### src/rtl/assert_macros.svh
// Assertion macros shared by the codec modules.
`ifndef ASSERT_MACROS_SVH
`define ASSERT_MACROS_SVH
// implication checked on every clock edge outside reset
`define ASSERT_CLK(label, clk, rst, prop, msg) \
   label: assert property (@(posedge clk) disable iff (rst) (prop)) else $error(msg);
// implication checked on every clock edge, reset included
`define ASSERT_ALWAYS(label, clk, prop, msg) \
   label: assert property (@(posedge clk) (prop)) else $error(msg);
`endif

### src/rtl/dtsc_pkg.sv
// Types and constants for the date/time stamp codec.
package dtsc_pkg;
   localparam int unsigned EPOCH_SKIP  = 36218;
   localparam int unsigned QUAD_DAYS   = 1461;
   localparam int unsigned TIME_MUL    = 93207;

   typedef enum logic {
      ACT_ENCODE = 1'b0,
      ACT_DECODE = 1'b1
   } action_type;

   typedef struct packed {
      logic [31:0] in_stamp;
      logic [5:0]  in_second;
      logic [5:0]  in_minute;
      logic [4:0]  in_hour;
      logic [4:0]  in_day;
      logic [3:0]  in_month;
      logic [7:0]  in_year;
      action_type  action;
   } item_type;

   typedef struct packed {
      logic [5:0]  out_second;
      logic [5:0]  out_minute;
      logic [4:0]  out_hour;
      logic [2:0]  out_weekday;
      logic [4:0]  out_day;
      logic [3:0]  out_month;
      logic [7:0]  out_year;
      logic [31:0] out_stamp;
   } result_type;

   typedef enum logic [3:0] {
      ST_IDLE,
      ST_ENC_MONTH,
      ST_ENC_TIME,
      ST_ENC_DONE,
      ST_DEC_QUAD,
      ST_DEC_YEAR,
      ST_DEC_MONTH,
      ST_DEC_HOUR,
      ST_DEC_MIN,
      ST_DEC_SEC,
      ST_DONE
   } state_type;

   function automatic logic [4:0] tail_month_len(input logic [3:0] m);
      logic b;
      b = m[3] ? ~m[0] : m[0];
      return 5'd30 + {4'd0, b};
   endfunction

   // 8 is 1 mod 7, so the octal digits can simply be summed and folded
   function automatic logic [2:0] mod7_16(input logic [15:0] v);
      logic [5:0] s1;
      logic [3:0] s2;
      logic [3:0] s3;
      s1 = {3'd0, v[2:0]} + {3'd0, v[5:3]} + {3'd0, v[8:6]} + {3'd0, v[11:9]}
         + {3'd0, v[14:12]} + {5'd0, v[15]};
      s2 = {1'b0, s1[2:0]} + {1'b0, s1[5:3]};
      s3 = {1'b0, s2[2:0]} + {3'd0, s2[3]};
      return (s3 >= 4'd7) ? 3'(s3 - 4'd7) : s3[2:0];
   endfunction
endpackage

### src/rtl/dtsc_fifo.sv
// Two-entry queue between the front end and the conversion engine.
module dtsc_fifo import dtsc_pkg::*; (
   input  logic     clock,
   input  logic     reset,
   input  logic     wr_valid,
   output logic     wr_ready,
   input  item_type wr_data,
   output logic     rd_valid,
   input  logic     rd_ready,
   output item_type rd_data
);
   item_type   mem_ff [2];
   logic       wptr_ff, wptr_in, rptr_ff, rptr_in;
   logic [1:0] count_ff, count_in;
   logic       wr_en, rd_en;

   assign wr_ready = (count_ff != 2'd2);
   assign rd_valid = (count_ff != 2'd0);
   assign wr_en    = wr_valid && wr_ready;
   assign rd_en    = rd_valid && rd_ready;
   assign rd_data  = mem_ff[rptr_ff];

   always_comb begin
      wptr_in  = wptr_ff ^ wr_en;
      rptr_in  = rptr_ff ^ rd_en;
      count_in = count_ff + {1'b0, wr_en} - {1'b0, rd_en};
   end

   always_ff @(posedge clock) begin
      if (reset) begin
         wptr_ff  <= 1'b0;
         rptr_ff  <= 1'b0;
         count_ff <= 2'd0;
      end else begin
         wptr_ff  <= wptr_in;
         rptr_ff  <= rptr_in;
         count_ff <= count_in;
      end
   end

   always_ff @(posedge clock) begin
      if (wr_en) begin
         mem_ff[wptr_ff] <= wr_data;
      end
   end

   `include "assert_macros.svh"
   `ASSERT_CLK(a_count_max, clock, reset, (count_ff <= 2'd2), "queue count overflow")
   `ASSERT_CLK(a_count_step, clock, reset,
      (wr_en && !rd_en) |=> (count_ff == $past(count_ff) + 2'd1), "queue count step")
   `ASSERT_CLK(a_ptr_gap, clock, reset,
      (count_ff == 2'd0 || count_ff == 2'd2) |-> (wptr_ff == rptr_ff), "queue ptr mismatch")
endmodule

### src/rtl/dtsc_engine.sv
// Sequential conversion engine: calendar loops and fraction multiplies.
module dtsc_engine import dtsc_pkg::*; (
   input  logic       clock,
   input  logic       reset,
   input  logic       in_valid,
   output logic       in_ready,
   input  item_type   in_item,
   output logic       out_valid,
   input  logic       out_ready,
   output result_type out_result
);
   state_type   state_ff, state_in;
   item_type    item_ff, item_in;
   logic [15:0] nr_ff, nr_in;
   logic [7:0]  x_ff, x_in;
   logic [3:0]  mon_ff, mon_in;
   logic [15:0] frac_ff, frac_in;
   result_type  res_ff, res_in;

   logic [15:0] ym1, base, tlen16, nr_adj;
   logic [31:0] tprod;
   logic [21:0] fprod;
   logic [8:0]  ylen;
   logic [6:0]  spart;
   logic        xleap;

   always_ff @(posedge clock) begin
      if (reset) state_ff <= ST_IDLE;
      else       state_ff <= state_in;
   end

   always_ff @(posedge clock) begin
      item_ff <= item_in;
      nr_ff   <= nr_in;
      x_ff    <= x_in;
      mon_ff  <= mon_in;
      frac_ff <= frac_in;
      res_ff  <= res_in;
   end

   assign in_ready   = (state_ff == ST_IDLE);
   assign out_valid  = (state_ff == ST_DONE);
   assign out_result = res_ff;

   always_comb begin
      state_in = state_ff;
      item_in  = item_ff;
      nr_in    = nr_ff;
      x_in     = x_ff;
      mon_in   = mon_ff;
      frac_in  = frac_ff;
      res_in   = res_ff;
      ym1      = {8'd0, item_ff.in_year} - 16'd1;
      base     = 16'(ym1 * 16'd365) + {{2{ym1[15]}}, ym1[15:2]};
      if (ym1[15] && (ym1[1:0] != 2'b00)) base = base + 16'd1;
      tlen16   = {11'd0, tail_month_len(mon_ff)};
      nr_adj   = 16'd0;
      tprod    = {16'd0, nr_ff} * 32'(TIME_MUL);
      spart    = 7'(((8'({2'b00, item_ff.in_second}) + 8'd1) * 8'd3) >> 2);
      xleap    = (x_ff[1:0] == 2'b00);
      ylen     = xleap ? 9'd366 : 9'd365;
      fprod    = 22'd0;
      case (state_ff)
         ST_IDLE: begin
            if (in_valid) begin
               item_in = in_item;
               res_in  = '0;
               mon_in  = 4'd0;
               state_in = (in_item.action == ACT_ENCODE) ? ST_ENC_MONTH : ST_DEC_QUAD;
               if (in_item.action == ACT_DECODE) begin
                  nr_in = in_item.in_stamp[31:16];
                  res_in.out_weekday = mod7_16(in_item.in_stamp[31:16]);
                  if (in_item.in_stamp[31:16] >= 16'(EPOCH_SKIP))
                     nr_in = in_item.in_stamp[31:16] + 16'd1;
                  x_in = 8'd1;
               end
            end
         end
         ST_ENC_MONTH: begin
            // month offsets summed one month per cycle, mon_ff counts down
            if (mon_ff == 4'd0) begin
               nr_in  = base;
               mon_in = item_ff.in_month - 4'd1;
               if (item_ff.in_month == 4'd2) begin
                  nr_in = base + 16'd31;
                  mon_in = 4'd1;
               end else if (item_ff.in_month != 4'd1) begin
                  nr_in = base + ((item_ff.in_year[1:0] != 2'b00) ? 16'd59 : 16'd60);
                  if (item_ff.in_month <= 4'd3) mon_in = 4'd1;
               end else begin
                  mon_in = 4'd1;
               end
               if (item_ff.in_month > 4'd3) mon_in = item_ff.in_month - 4'd1;
               else mon_in = 4'd15;
               x_in = 8'd1;
            end else if (mon_ff >= 4'd3 && mon_ff != 4'd15) begin
               nr_in  = nr_ff + tlen16;
               mon_in = mon_ff - 4'd1;
            end else begin
               nr_adj = (nr_ff > 16'(EPOCH_SKIP)) ? 16'd1 : 16'd0;
               res_in.out_stamp[31:16] = nr_ff + {11'd0, item_ff.in_day} - 16'd1 - nr_adj;
               nr_in  = 16'(6'd0) + 16'(item_ff.in_hour) * 16'd60 + {10'd0, item_ff.in_minute};
               mon_in = 4'd0;
               state_in = ST_ENC_TIME;
            end
         end
         ST_ENC_TIME: begin
            res_in.out_stamp[15:0] = tprod[26:11] + {9'd0, spart};
            state_in = ST_DONE;
         end
         ST_DEC_QUAD: begin
            if (nr_ff >= 16'(QUAD_DAYS)) begin
               nr_in = nr_ff - 16'(QUAD_DAYS);
               x_in  = x_ff + 8'd4;
            end else begin
               state_in = ST_DEC_YEAR;
            end
         end
         ST_DEC_YEAR: begin
            if (nr_ff >= {7'd0, ylen}) begin
               nr_in = nr_ff - {7'd0, ylen};
               x_in  = x_ff + 8'd1;
            end else begin
               if (!xleap && nr_ff >= 16'd59) nr_in = nr_ff + 16'd1;
               res_in.out_year = x_ff;
               mon_in = 4'd0;
               state_in = ST_DEC_MONTH;
            end
         end
         ST_DEC_MONTH: begin
            if (mon_ff == 4'd0) begin
               if (nr_ff <= 16'd30) begin
                  res_in.out_month = 4'd1;
                  res_in.out_day   = 5'(nr_ff + 16'd1);
                  state_in = ST_DEC_HOUR;
               end else if (nr_ff <= 16'd59) begin
                  res_in.out_month = 4'd2;
                  res_in.out_day   = 5'(nr_ff - 16'd30);
                  state_in = ST_DEC_HOUR;
               end else begin
                  nr_in  = nr_ff - 16'd60;
                  mon_in = 4'd3;
                  x_in   = 8'd31;
               end
            end else if (nr_ff >= {8'd0, x_ff}) begin
               nr_in  = nr_ff - {8'd0, x_ff};
               mon_in = mon_ff + 4'd1;
               x_in   = {3'd0, tail_month_len(mon_ff + 4'd1)};
            end else begin
               res_in.out_month = mon_ff;
               res_in.out_day   = 5'(nr_ff + 16'd1);
               state_in = ST_DEC_HOUR;
            end
            frac_in = item_ff.in_stamp[15:0];
         end
         ST_DEC_HOUR: begin
            fprod = {6'd0, frac_ff} * 22'd24;
            res_in.out_hour = fprod[20:16];
            frac_in  = fprod[15:0];
            state_in = ST_DEC_MIN;
         end
         ST_DEC_MIN: begin
            fprod = {6'd0, frac_ff} * 22'd60;
            res_in.out_minute = fprod[21:16];
            frac_in  = fprod[15:0];
            state_in = ST_DEC_SEC;
         end
         ST_DEC_SEC: begin
            fprod = {6'd0, frac_ff} * 22'd61;
            res_in.out_second = fprod[21:16];
            state_in = ST_DONE;
         end
         ST_DONE: begin
            if (out_ready) state_in = ST_IDLE;
         end
         default: state_in = ST_IDLE;
      endcase
   end

   `include "assert_macros.svh"
   `ASSERT_CLK(a_done_hold, clock, reset,
      (out_valid && !out_ready) |=> (out_valid && $stable(res_ff)), "result dropped")
   `ASSERT_CLK(a_no_overlap, clock, reset, !(in_ready && out_valid), "busy overlap")
   `ASSERT_CLK(a_dec_stamp0, clock, reset,
      (out_valid && item_ff.action == ACT_DECODE) |-> (res_ff.out_stamp == 32'd0),
      "decode stamp nonzero")
endmodule

### src/rtl/datetime_stamp_codec_top.sv
// Top level of the date/time stamp codec.
// Usage:
//   req_ channel carries one conversion request per transfer; action in tuser
//   selects encode (0) or decode (1). rsp_ channel returns one result per
//   request, in order.
//   Front: a two-entry queue takes requests while the engine is busy.
//   Back: a sequencer runs the conversion, one loop step per cycle.
//   Encode time grows with the months walked after March; decode time grows
//   with the four-year groups, the further years and the month walk, and the
//   four-year loop sets the upper bound. One item at a time is in the engine;
//   it takes the next item in the cycle after each result transfer.
//   Reset clears the queue and the sequencer; no clearing pass is needed.
//   If the receiver stalls, the result holds on rsp_tdata and the queue
//   fills, after which req_tready drops.
module datetime_stamp_codec_top import dtsc_pkg::*; (
   input  logic        clock,
   input  logic        reset,
   input  logic        req_tvalid,
   output logic        req_tready,
   // in_year, in_month, in_day, in_hour, in_minute, in_second, in_stamp, 6 pad bits
   input  logic [71:0] req_tdata,
   // action
   input  logic        req_tuser,
   output logic        rsp_tvalid,
   input  logic        rsp_tready,
   // out_stamp, out_year, out_month, out_day, out_weekday, out_hour,
   // out_minute, out_second, 3 pad bits
   output logic [71:0] rsp_tdata
);
   item_type   req_item, q_item;
   result_type res;
   logic       q_valid, q_ready;

   assign req_item.action    = action_type'(req_tuser);
   assign req_item.in_year   = req_tdata[7:0];
   assign req_item.in_month  = req_tdata[11:8];
   assign req_item.in_day    = req_tdata[16:12];
   assign req_item.in_hour   = req_tdata[21:17];
   assign req_item.in_minute = req_tdata[27:22];
   assign req_item.in_second = req_tdata[33:28];
   assign req_item.in_stamp  = req_tdata[65:34];

   dtsc_fifo u_fifo (
      .clock(clock), .reset(reset),
      .wr_valid(req_tvalid), .wr_ready(req_tready), .wr_data(req_item),
      .rd_valid(q_valid), .rd_ready(q_ready), .rd_data(q_item)
   );

   dtsc_engine u_engine (
      .clock(clock), .reset(reset),
      .in_valid(q_valid), .in_ready(q_ready), .in_item(q_item),
      .out_valid(rsp_tvalid), .out_ready(rsp_tready), .out_result(res)
   );

   assign rsp_tdata = {3'd0, res};
endmodule
### config.mk
export PLATFORM = sky130hd
export DESIGN_NAME = datetime_stamp_codec_top
export DESIGN_NICKNAME = d
export VERILOG_FILES = /design/src/rtl/dtsc_pkg.sv /design/src/rtl/dtsc_fifo.sv /design/src/rtl/dtsc_engine.sv /design/src/rtl/datetime_stamp_codec_top.sv
export VERILOG_INCLUDE_DIRS = /design/src /design/src/rtl
export SDC_FILE = /design/constraint.sdc
export NUM_CORES = 1
export LEC_CHECK = 0
export BUFFER_PORTS_ARGS = -buffer_cell sky130_fd_sc_hd__buf_2
export CELL_PAD_IN_SITES_DETAIL_PLACEMENT = 2
export CELL_PAD_IN_SITES_GLOBAL_PLACEMENT = 2
export CORE_ASPECT_RATIO = 0.8
export CORE_MARGIN = 2
export CORE_UTILIZATION = 45
export DETAILED_ROUTE_END_ITERATION = 7
export HOLD_SLACK_MARGIN = 0.15
export PLACE_DENSITY = 0.95
export SLEW_MARGIN = 20
export SYNTH_ARGS = -nofsm -noshare
export SYNTH_HDL_FRONTEND = slang
export SYNTH_HIERARCHICAL = 1
export SYNTH_SLANG_ARGS = --single-unit
export TNS_END_PERCENT = 30
### constraint.sdc
create_clock -name clock -period 22.1 [get_ports clock]
set_input_delay 2.21 -clock clock [delete_from_list [all_inputs] [get_ports clock]]
set_output_delay 2.21 -clock clock [all_outputs]
set_load 0.02 [all_outputs]
# After elaboration in Yosys (flattened, before gate mapping)
# Memories as Yosys holds them, arrays and structs flattened. A register that Yosys moved wholly into a read port is not among the register bits.
# Index checks and enable logic that the tools add are counted.
# word_totals
regBits	171
mem_bits_rw	134
in_bits	77
out_inout_bits	74
elab_cells	221
memories	1
# op_classes
addsub	36
n_mul	7
magnitude_cmp	11
eq_ne	29
mux	74
bitwise	4
reduce_logical	35
# memory_table
memory	words	width	read_ports	rd_ports_with_merged_regs	wr	line_no	rtl
u_fifo.mem_ff	2	67	1	1	1	dtsc_fifo.sv:12	item_type mem_ff [2];
# ops
op	n
$mux 16	17
$mux 8	10
$pmux 16 s5	1
$mux 4	19
$mux 69	1
$pmux 16 s2	2
$add 16x1->16 const B	3
$pmux 16 s3	1
$pmux 8 s5	1
$mux 9	4
$pmux 4 s9	1
$add 16x16->16	2
$add 16x5->16	2
$mul 16x17->27 const B	1
$pmux 6 s2	2
$mul 16x6->22 const B	1
$mul 16x4->20 const B	1
$reduce_bool 2->1	10
$add 6x3->6	3
$mul 16x2->18 const B	1
$pmux 9 s2	1
$add 16x5->16 const B	1
$add 16x6->16	1
$eq 4x3->1 const B	4
67 further kinds	106

# Depth between registers and ports, before layout
# Gate-level depths: netlist of the first run.
# depth
depth_word	12
mapped_depth	31
mapped_depth_nobuf	29

# Hierarchy
# Netlist of the first run, hierarchy kept.
# modules_own_cells
module	instances	cells_per_inst	area_per_inst_um2	seq_area_each_um2
dtsc_engine	1	2404	22831.9	4974.8
dtsc_fifo	1	236	5147.4	4103.9
datetime_stamp_codec_top	1	4	26.3	0.0

# Least setup slack after synthesis of the first run
# Ideal clock, no wire load.
# synth_path
kind	register to register
start	register u_engine/item_ff[3] (netlist bit)
end	register u_engine.nr_ff[13], data pin
setup_time_ns	0.270
arrival_ns	6.685
required_ns	21.830
path_slack_ns	15.145
path_stages_with_launch	27
path_buffers	2
period_less_slack_ns	6.955
cell_sequence	edfxtp_1 -> nor2_1 -> nor4b_1 -> nand2_1 -> xnor2_1 -> ha_1 -> inv_1 -> fa_1 -> fa_1 -> inv_1 -> fa_1 -> inv_1 -> fa_1 -> inv_1 -> ha_1 -> buf_2 -> or3b_1 -> o311a_1 -> o311ai_2 -> nand2_1 -> or4_1 -> buf_6 -> xnor2_1 -> or4b_4 -> or3_1 -> nand3_1 -> a32oi_1
# synth_between
elab_chain_len	10
word_cells_on_any_way	12
cone_classes	add/sub: 5; mul: 1; mux: 5; reduce/logical: 1
# synth_rtl
item	line_no	rtl
start, declared	dtsc_engine.sv:13	item_type item_ff, item_in;
start signal, assigned	dtsc_engine.sv:33	item_ff <= item_in;
$sub 8x1->9 *	dtsc_engine.sv:53	ym1 = {8'd0, item_ff.in_year} - 16'd1;
$mul 16x9->16	dtsc_engine.sv:54	base = 16'(ym1 * 16'd365) + {{2{ym1[15]}}, ym1[15:2]};
$add 16x16->16	dtsc_engine.sv:54	
$add 16x1->16	dtsc_engine.sv:55	if (ym1[15] && (ym1[1:0] != 2'b00)) base = base + 16'd1;
$mux 16 *	dtsc_engine.sv:55	
$add 16x16->16	dtsc_engine.sv:88	nr_in = base + ((item_ff.in_year[1:0] != 2'b00) ? 16'd59 : 16'd60);
$mux 16	dtsc_engine.sv:87	end else if (item_ff.in_month != 4'd1) begin
$mux 16 *	dtsc_engine.sv:84	if (item_ff.in_month == 4'd2) begin
$mux 16 *	dtsc_engine.sv:81	if (mon_ff == 4'd0) begin
$pmux 16 s5 *	dtsc_engine.sv:63	case (state_ff)
net u_engine.nr_in[13]	dtsc_engine.sv:14	logic [15:0] nr_ff, nr_in;
end signal, assigned	dtsc_engine.sv:34	nr_ff <= nr_in;
end, declared	dtsc_engine.sv:14	
# The timed path passes the listed nets; every way through them passes the cells marked *.
# A chain may end at the register's enable or synchronous reset.

# Worst setup path after layout of the first run
# layout_path
start	register u_engine/item_ff[4] (netlist bit)
end	register u_engine.nr_ff[13], data pin
# Same word-level chain as after synthesis.

==> flow_metrics.py, run 1 <==
metrics = {
    "status": {
        "outcome": "completed",
    },
    "routing": {
        "vias_per_cell": 6.67,
        "detailedRoute.firstIterationViolations": 2662,
        "drtPass1Iterations": 6,
        "remaining_drc_errors": 0,
        "avgRoutedWirePerCell_um": 35.4,
        "vias": 24300,
        "antenna_left": 0,
        "sum_of_routed_wire_length_over_all_layers_um": 129000,
    },
    "sta": {
        "finalWorstPathRequiredPeriod_ns": 9.10,
        "rsz0062_at_grt": "false",
        "final-setup-viol-count": 0,
        "tightest_slew_ns": 1.20,
        "relSlewSlack": 0.191,
        "hold_viol_final": 0,
        "finalMaxSlewViolations": 0,
        "tns_ns": 0,
        "final.setup.worst_slack_ns": 13.00,
        "clock-skew-final_ns": 0.0256,
        "highest_achievable_clock_rate_ghz": 0.110,
        "timing.final.crit_share": 0.412,
        "final_layout_worst_hold_slack_ns": 0.553,
    },
    "die": {
        "pin_count": 151,
        "chipWidth_um": 283,
        "fp.dieH_um": 227,
        "design.die.area_um2": 64300,
        "initial_utilization": 0.457,
        "site_row_count": 81,
        "core-area_um2": 61300,
    },
    "worst_setup_path": {
        "crit_path_cell_trace": "nor2_1 -> nor4b_1 -> nand2_1 -> xnor2_1 -> ha_1 -> inv_1 -> fa_1 -> fa_1 -> inv_1 -> fa_1 -> inv_1 -> fa_1 -> inv_1 -> ha_1 -> or3b_1 -> o311a_1 -> o311ai_2 -> nand2_1 -> or4_1 -> xnor2_1 -> or4b_4 -> o21ai_0 -> nand3_1 -> a32oi_1",
        "path_class": "register to register",
        "critical-path-max-stage-delay_ns": 0.74,
        "crit_buf_inv": 4,
        "timing.critical_path.fanout_max": 10,
        "critical_path.endpoint_type": "register",
        "cp.arrival_ns": 9.47,
        "worst_r2r_path_depth": 24,
        "required_ns": 22.47,
        "critical_path.startpoint_type": "register",
        "cp_num_cells": 24,
        "worst_path_max_delay_cell": "sky130_fd_sc_hd__or4_1",
        "worst_path_dominant_cell_family": "simple AND/OR/NAND/NOR gates",
    },
    "run": {
        "drv.max_cap_violation_count": 0,
    },
    "logic_synthesis": {
        "warning_count_from_the_yosys_run": 6,
        "flip_flop_and_latch_count_after_synthesis": 305,
        "synthDistinctLibCells": 99,
        "seq_area_frac_synth": 0.324,
        "synthCells": 2644,
        "synth-edff-count": 297,
        "asr_flop_ratio_synth": 0,
        "avgSynthCellArea_um2": 10.6,
        "synth_area_um2": 28000,
        "yosys_most_used_dff": "sky130_fd_sc_hd__edfxtp_1",
    },
    "clock_network": {
        "htree_num_levels": 2,
        "cts.repair_timing.setup_buffer_count": 0,
        "hold_buffers": 0,
        "clockRootBuffer": "sky130_fd_sc_hd__clkbuf_16",
        "clockBufferDepth": 3,
        "worst_setup_hold_path_clk_slew_ns": 0.06,
        "tritoncts": "built",
        "tritoncts_num_sinks": 305,
        "cts_resized": 0,
        "worst_skew_pair.late_latency_ns": 0.61,
        "cts_made_buffers": 37,
    },
    "global_route": {
        "grt_pass1_wl_um": 188000,
        "grt_util_all_layers": 0.398,
        "antenna_found_initial": 9,
        "first_global_vias": 27600,
        "grt_start_max_net_pins": 62,
        "remaining_global_route_overflow": 0,
    },
    "final_layout": {
        "area_growth_pct": 10.4,
        "finish.net_count": 3399,
        "fillerInstances": 6079,
        "layout_cell_share_with_drive_strength_beyond_1": 0.119,
        "fin_util": 0.504,
    },
    "placed_design": {
        "gp_congestion": 0.953,
        "place_ws_ns": 13.78,
        "dpl.hpwl_um": 87500,
        "io_buffers": 141,
    },
    "min_path": {
        "hold-path-cell-count": 1,
        "hp-class": "register to register",
    },
}
## stage by stage
stage                     cell area [um2]  instances
after floorplan                     28000       2646
after global placement              29700       3576
after detailed placement            29700       3576
after CTS                           30900       3643
after global routing                30900       3645
final                               30900       3648
## logic make-up after synthesis
group,after synthesis,share of synthesized area
DFF,305,0.324
buffers and inverters,438,0.0606
AOI/OAI and AO/OA,501,0.120
adders and majority gates,536,0.291
xor gates and xnor gates,205,0.0658
and+or+nand+nor,575,0.102
other,1,0.000134
muxes,83,0.0355
## metal layers
metal / track usage / vias to the layer above / routed length, um / part of all wire
met4: 0.300 / 8 / 11500 / 0.089
met2: 0.674 / 1699 / 61200 / 0.47
met3: 0.115 / 740 / 11600 / 0.090
met5: 0 / - / 57 / 0.00044
met1: 0.427 / 12300 / 45000 / 0.35
li1: - / 9570 / - / -
## flip-flops by register name, summed over array words and instances (netlist names)
signal / cells
u_fifo/mem_ff: 134
u_engine/out_result: 69
u_engine/item_ff: 50
u_engine/frac_ff: 16
u_engine/nr_ff: 16
u_engine/x_ff: 8
u_engine/mon_ff: 4
u_engine/state_ff: 4
u_fifo/count_ff: 2
u_fifo/rptr_ff: 1
u_fifo/wptr_ff: 1
## cell usage in the layout (no fill, tap or decap), types with 11 or more instances in the layout
cell type                   instances
sky130_fd_sc_hd__xor2_1            55
sky130_fd_sc_hd__a21o_1            36
sky130_fd_sc_hd__buf_2            141
sky130_fd_sc_hd__and3_1            22
sky130_fd_sc_hd__nand2b_1          16
sky130_fd_sc_hd__mux2_4            20
sky130_fd_sc_hd__nand3_1           52
sky130_fd_sc_hd__o221ai_1          14
sky130_fd_sc_hd__xnor2_1          147
sky130_fd_sc_hd__nor2b_1           30
sky130_fd_sc_hd__nand4_1           29
sky130_fd_sc_hd__o211ai_1          11
sky130_fd_sc_hd__mux2i_1           12
sky130_fd_sc_hd__a22oi_1           16
sky130_fd_sc_hd__nor2_1           198
sky130_fd_sc_hd__o21ai_0           72
sky130_fd_sc_hd__clkinv_1          11
sky130_fd_sc_hd__o21bai_1          20
sky130_fd_sc_hd__or3_1             12
sky130_fd_sc_hd__a221oi_1          13
sky130_fd_sc_hd__fa_1             194
sky130_fd_sc_hd__mux2_2            50
sky130_fd_sc_hd__nand2_1          101
sky130_fd_sc_hd__ha_1             341
sky130_fd_sc_hd__a21oi_1          148
sky130_fd_sc_hd__o22ai_1           13
sky130_fd_sc_hd__o21a_1            23
sky130_fd_sc_hd__buf_4             24
sky130_fd_sc_hd__and2_1            15
sky130_fd_sc_hd__edfxtp_1         297
sky130_fd_sc_hd__a31oi_1           23
sky130_fd_sc_hd__inv_1            369
sky130_fd_sc_hd__nor3_1            40
sky130_fd_sc_hd__clkbuf_16         38
## path summary, 6_finish.rpt
path                             start                   end  slack [ns]
setup / recovery   u_engine/item_ff[4]    u_engine/nr_ff[13]       13.00
hold / removal    u_fifo/mem_ff[1][32]  u_engine/item_ff[32]        0.55
setup reg to reg   u_engine/item_ff[4]    u_engine/nr_ff[13]       13.00
hold reg to reg   u_fifo/mem_ff[1][32]  u_engine/item_ff[32]        0.55
## layout make-up
type / instances / area [um2] / share of cell area
repair buffers: 165 / 886 / 0.0286
clock buffers: 44 / 973 / 0.0315
well taps: 830 / 1040 / 0.0336
flip-flops and latches: 305 / 9080 / 0.294
multi-input cells: 1903 / 17300 / 0.559
clock inverters: 23 / 245 / 0.00793
diodes: 4 / 10.0 / 0.000324
inverters: 374 / 1400 / 0.0454
## cell usage after synthesis, drive strengths merged, types with 16 or more instances
| cell type | number | area [um2] |
|---|---|---|
| fa | 194 | 3880 |
| nor2 | 201 | 762 |
| a21o | 36 | 270 |
| o21a | 23 | 173 |
| clkbuf | 49 | 188 |
| inv | 370 | 1390 |
| edfxtp | 297 | 8920 |
| and3 | 23 | 144 |
| nor3 | 43 | 215 |
| a22oi | 16 | 120 |
| nor2b | 30 | 188 |
| o21bai | 20 | 150 |
| nand4 | 29 | 181 |
| mux2 | 71 | 875 |
| nand2b | 16 | 100 |
| nand2 | 102 | 383 |
| a21oi | 148 | 741 |
| o21ai | 81 | 405 |
| xor2 | 55 | 482 |
| xnor2 | 148 | 1320 |
| nand3 | 52 | 260 |
| ha | 342 | 4280 |
| a31oi | 23 | 144 |
Power of run 1 is left out: the tool's default activity adds up to more than one toggle a clock period on the data nets, which glitch-free logic cannot reach.
==> inputs of run 2 (changes only) <==
- CORE_UTILIZATION: 45 -> 42
- PLACE_DENSITY: 0.95 -> 0.91
- clock period: 22.1 -> 9.1 ns (I/O delays scaled with it)
==> flow_metrics.py, run 2 (synthesized netlist as in run 1, its figures left out) <==
metrics = {
    "sta": {
        "tightest_slew_ns": 1.20,
        "timing.final.crit_share": 0.905,
        "highest_achievable_clock_rate_ghz": 0.121,
        "tns_ns": 0,
        "finalWorstPathRequiredPeriod_ns": 8.24,
        "clock-skew-final_ns": 0.0328,
        "final-setup-viol-count": 0,
        "rsz0062_at_grt": "false",
        "hold_viol_final": 0,
        "finalMaxSlewViolations": 0,
        "relSlewSlack": 0.200,
    },
    "routing": {
        "vias_per_cell": 6.17,
        "antenna_left": 0,
        "avgRoutedWirePerCell_um": 30.9,
        "detailedRoute.firstIterationViolations": 1850,
        "remaining_drc_errors": 0,
        "vias": 22700,
        "drtPass1Iterations": 7,
        "sum_of_routed_wire_length_over_all_layers_um": 114000,
    },
    "clock_network": {
        "hold_buffers": 0,
        "worst_skew_pair.late_latency_ns": 0.59,
        "cts_made_buffers": 35,
        "cts.repair_timing.setup_buffer_count": 0,
        "worst_setup_hold_path_clk_slew_ns": 0.07,
        "clockRootBuffer": "sky130_fd_sc_hd__clkbuf_16",
        "clockBufferDepth": 3,
        "tritoncts": "built",
        "htree_num_levels": 2,
        "tritoncts_num_sinks": 305,
        "cts_resized": 0,
    },
    "worst_setup_path": {
        "regToRegStartpoint": "u_engine/nr_ff[4]",
        "critical_path.endpoint_type": "register",
        "path_class": "register to register",
        "crit_path_frequent_cell": "sky130_fd_sc_hd__ha_1",
        "critical-path-max-stage-delay_ns": 0.98,
        "cp.arrival_ns": 8.58,
        "cp-startpoint": "u_engine/nr_ff[4]",
        "critical_path.startpoint_type": "register",
        "worst_path_max_delay_cell": "sky130_fd_sc_hd__edfxtp_1",
        "required_ns": 9.44,
        "timing.critical_path.fanout_max": 14,
        "worst_path_dominant_cell_family": "adder cells",
        "crit_buf_inv": 4,
    },
    "final_layout": {
        "largest_reg_flops": 134,
        "layout_cell_share_with_drive_strength_beyond_1": 0.119,
        "multi_input_area_um2": 17300,
        "area_growth_pct": 10.5,
        "regArea_um2": 9080,
        "registers.top_by_ff_count": "u_fifo/mem_ff",
        "top_library_cells_by_usage_in_the_layout_fill_and_taps_aside": "369 x sky130_fd_sc_hd__inv_1, 341 x sky130_fd_sc_hd__ha_1, 297 x sky130_fd_sc_hd__edfxtp_1",
        "final_common_cell": "sky130_fd_sc_hd__inv_1",
        "fillerInstances": 6759,
        "finish.net_count": 3403,
    },
    "global_route": {
        "first_global_vias": 26000,
        "remaining_global_route_overflow": 0,
        "grt_start_max_net_pins": 62,
        "grt_pass1_wl_um": 169000,
        "grt_util_all_layers": 0.327,
        "antenna_found_initial": 7,
    },
    "placed_design": {
        "dpl.hpwl_um": 83300,
        "io_buffers": 141,
        "gp_congestion": 0.944,
    },
    "status": {
        "outcome": "completed",
    },
    "die": {
        "pin_count": 151,
        "design.die.area_um2": 68800,
        "initial_utilization": 0.426,
        "chipWidth_um": 293,
        "fp.dieH_um": 235,
        "site_row_count": 84,
        "core-area_um2": 65800,
    },
    "run": {
        "drv.max_cap_violation_count": 0,
    },
    "min_path": {
        "hp-class": "input port to register",
        "hp-start": "req_tdata[49]",
    },
}
[run 2: routing by layer]
metal,global-route usage,routed length [um],vias up
met1,0.382,43200,11700
met4,0.163,6670,4
li1,-,-,9570
met5,0,35,-
met3,0.0551,6970,424
met2,0.578,56700,1057
[run 2: final timing paths]
path	end	slack, ns	cells past startpoint
worst max-delay path	u_engine/out_result[12]	0.86	29
worst max register to register	u_engine/out_result[12]	0.86	29
worst min-delay path	u_fifo/mem_ff[1][50]	0.51	1
worst min register to register	u_engine/item_ff[21]	0.56	1
[run 2: cell type report]
class | instances | area share
timing repair buffer | 171 | 0.0302
tap | 860 | 0.0348
clock inverter | 18 | 0.00769
multi-input combinational | 1903 | 0.559
inverter | 374 | 0.0454
antenna | 3 | 0.000243
sequential | 305 | 0.294
clock buffer | 45 | 0.0295
[run 2: worst register-to-register path: cells and delay by family, from the launching register on]
| family | cells | cell delay, ns |
|---|---|---|
| mux | 1 | 0.32 |
| xor+xnor | 1 | 0.18 |
| simple gates | 4 | 0.57 |
| flops | 1 | 0.98 |
| compound gates | 10 | 1.90 |
| fa+ha+maj | 9 | 3.50 |
| buf+inv | 4 | 0.57 |
[run 2: through the flow]
step,util,hold slack [ns],area (um2),instances,setup slack [ns]
after floorplan,-,0.491,28000,2646,2.15
after global placement,0.452,0.499,29800,3612,1.50
after detailed placement,0.452,0.541,29800,3612,1.08
after CTS,0.470,0.499,30900,3675,0.968
after global routing,0.470,0.507,30900,3678,0.572
final,0.470,0.513,30900,3679,0.863
Power of run 2 is left out for the same reason.
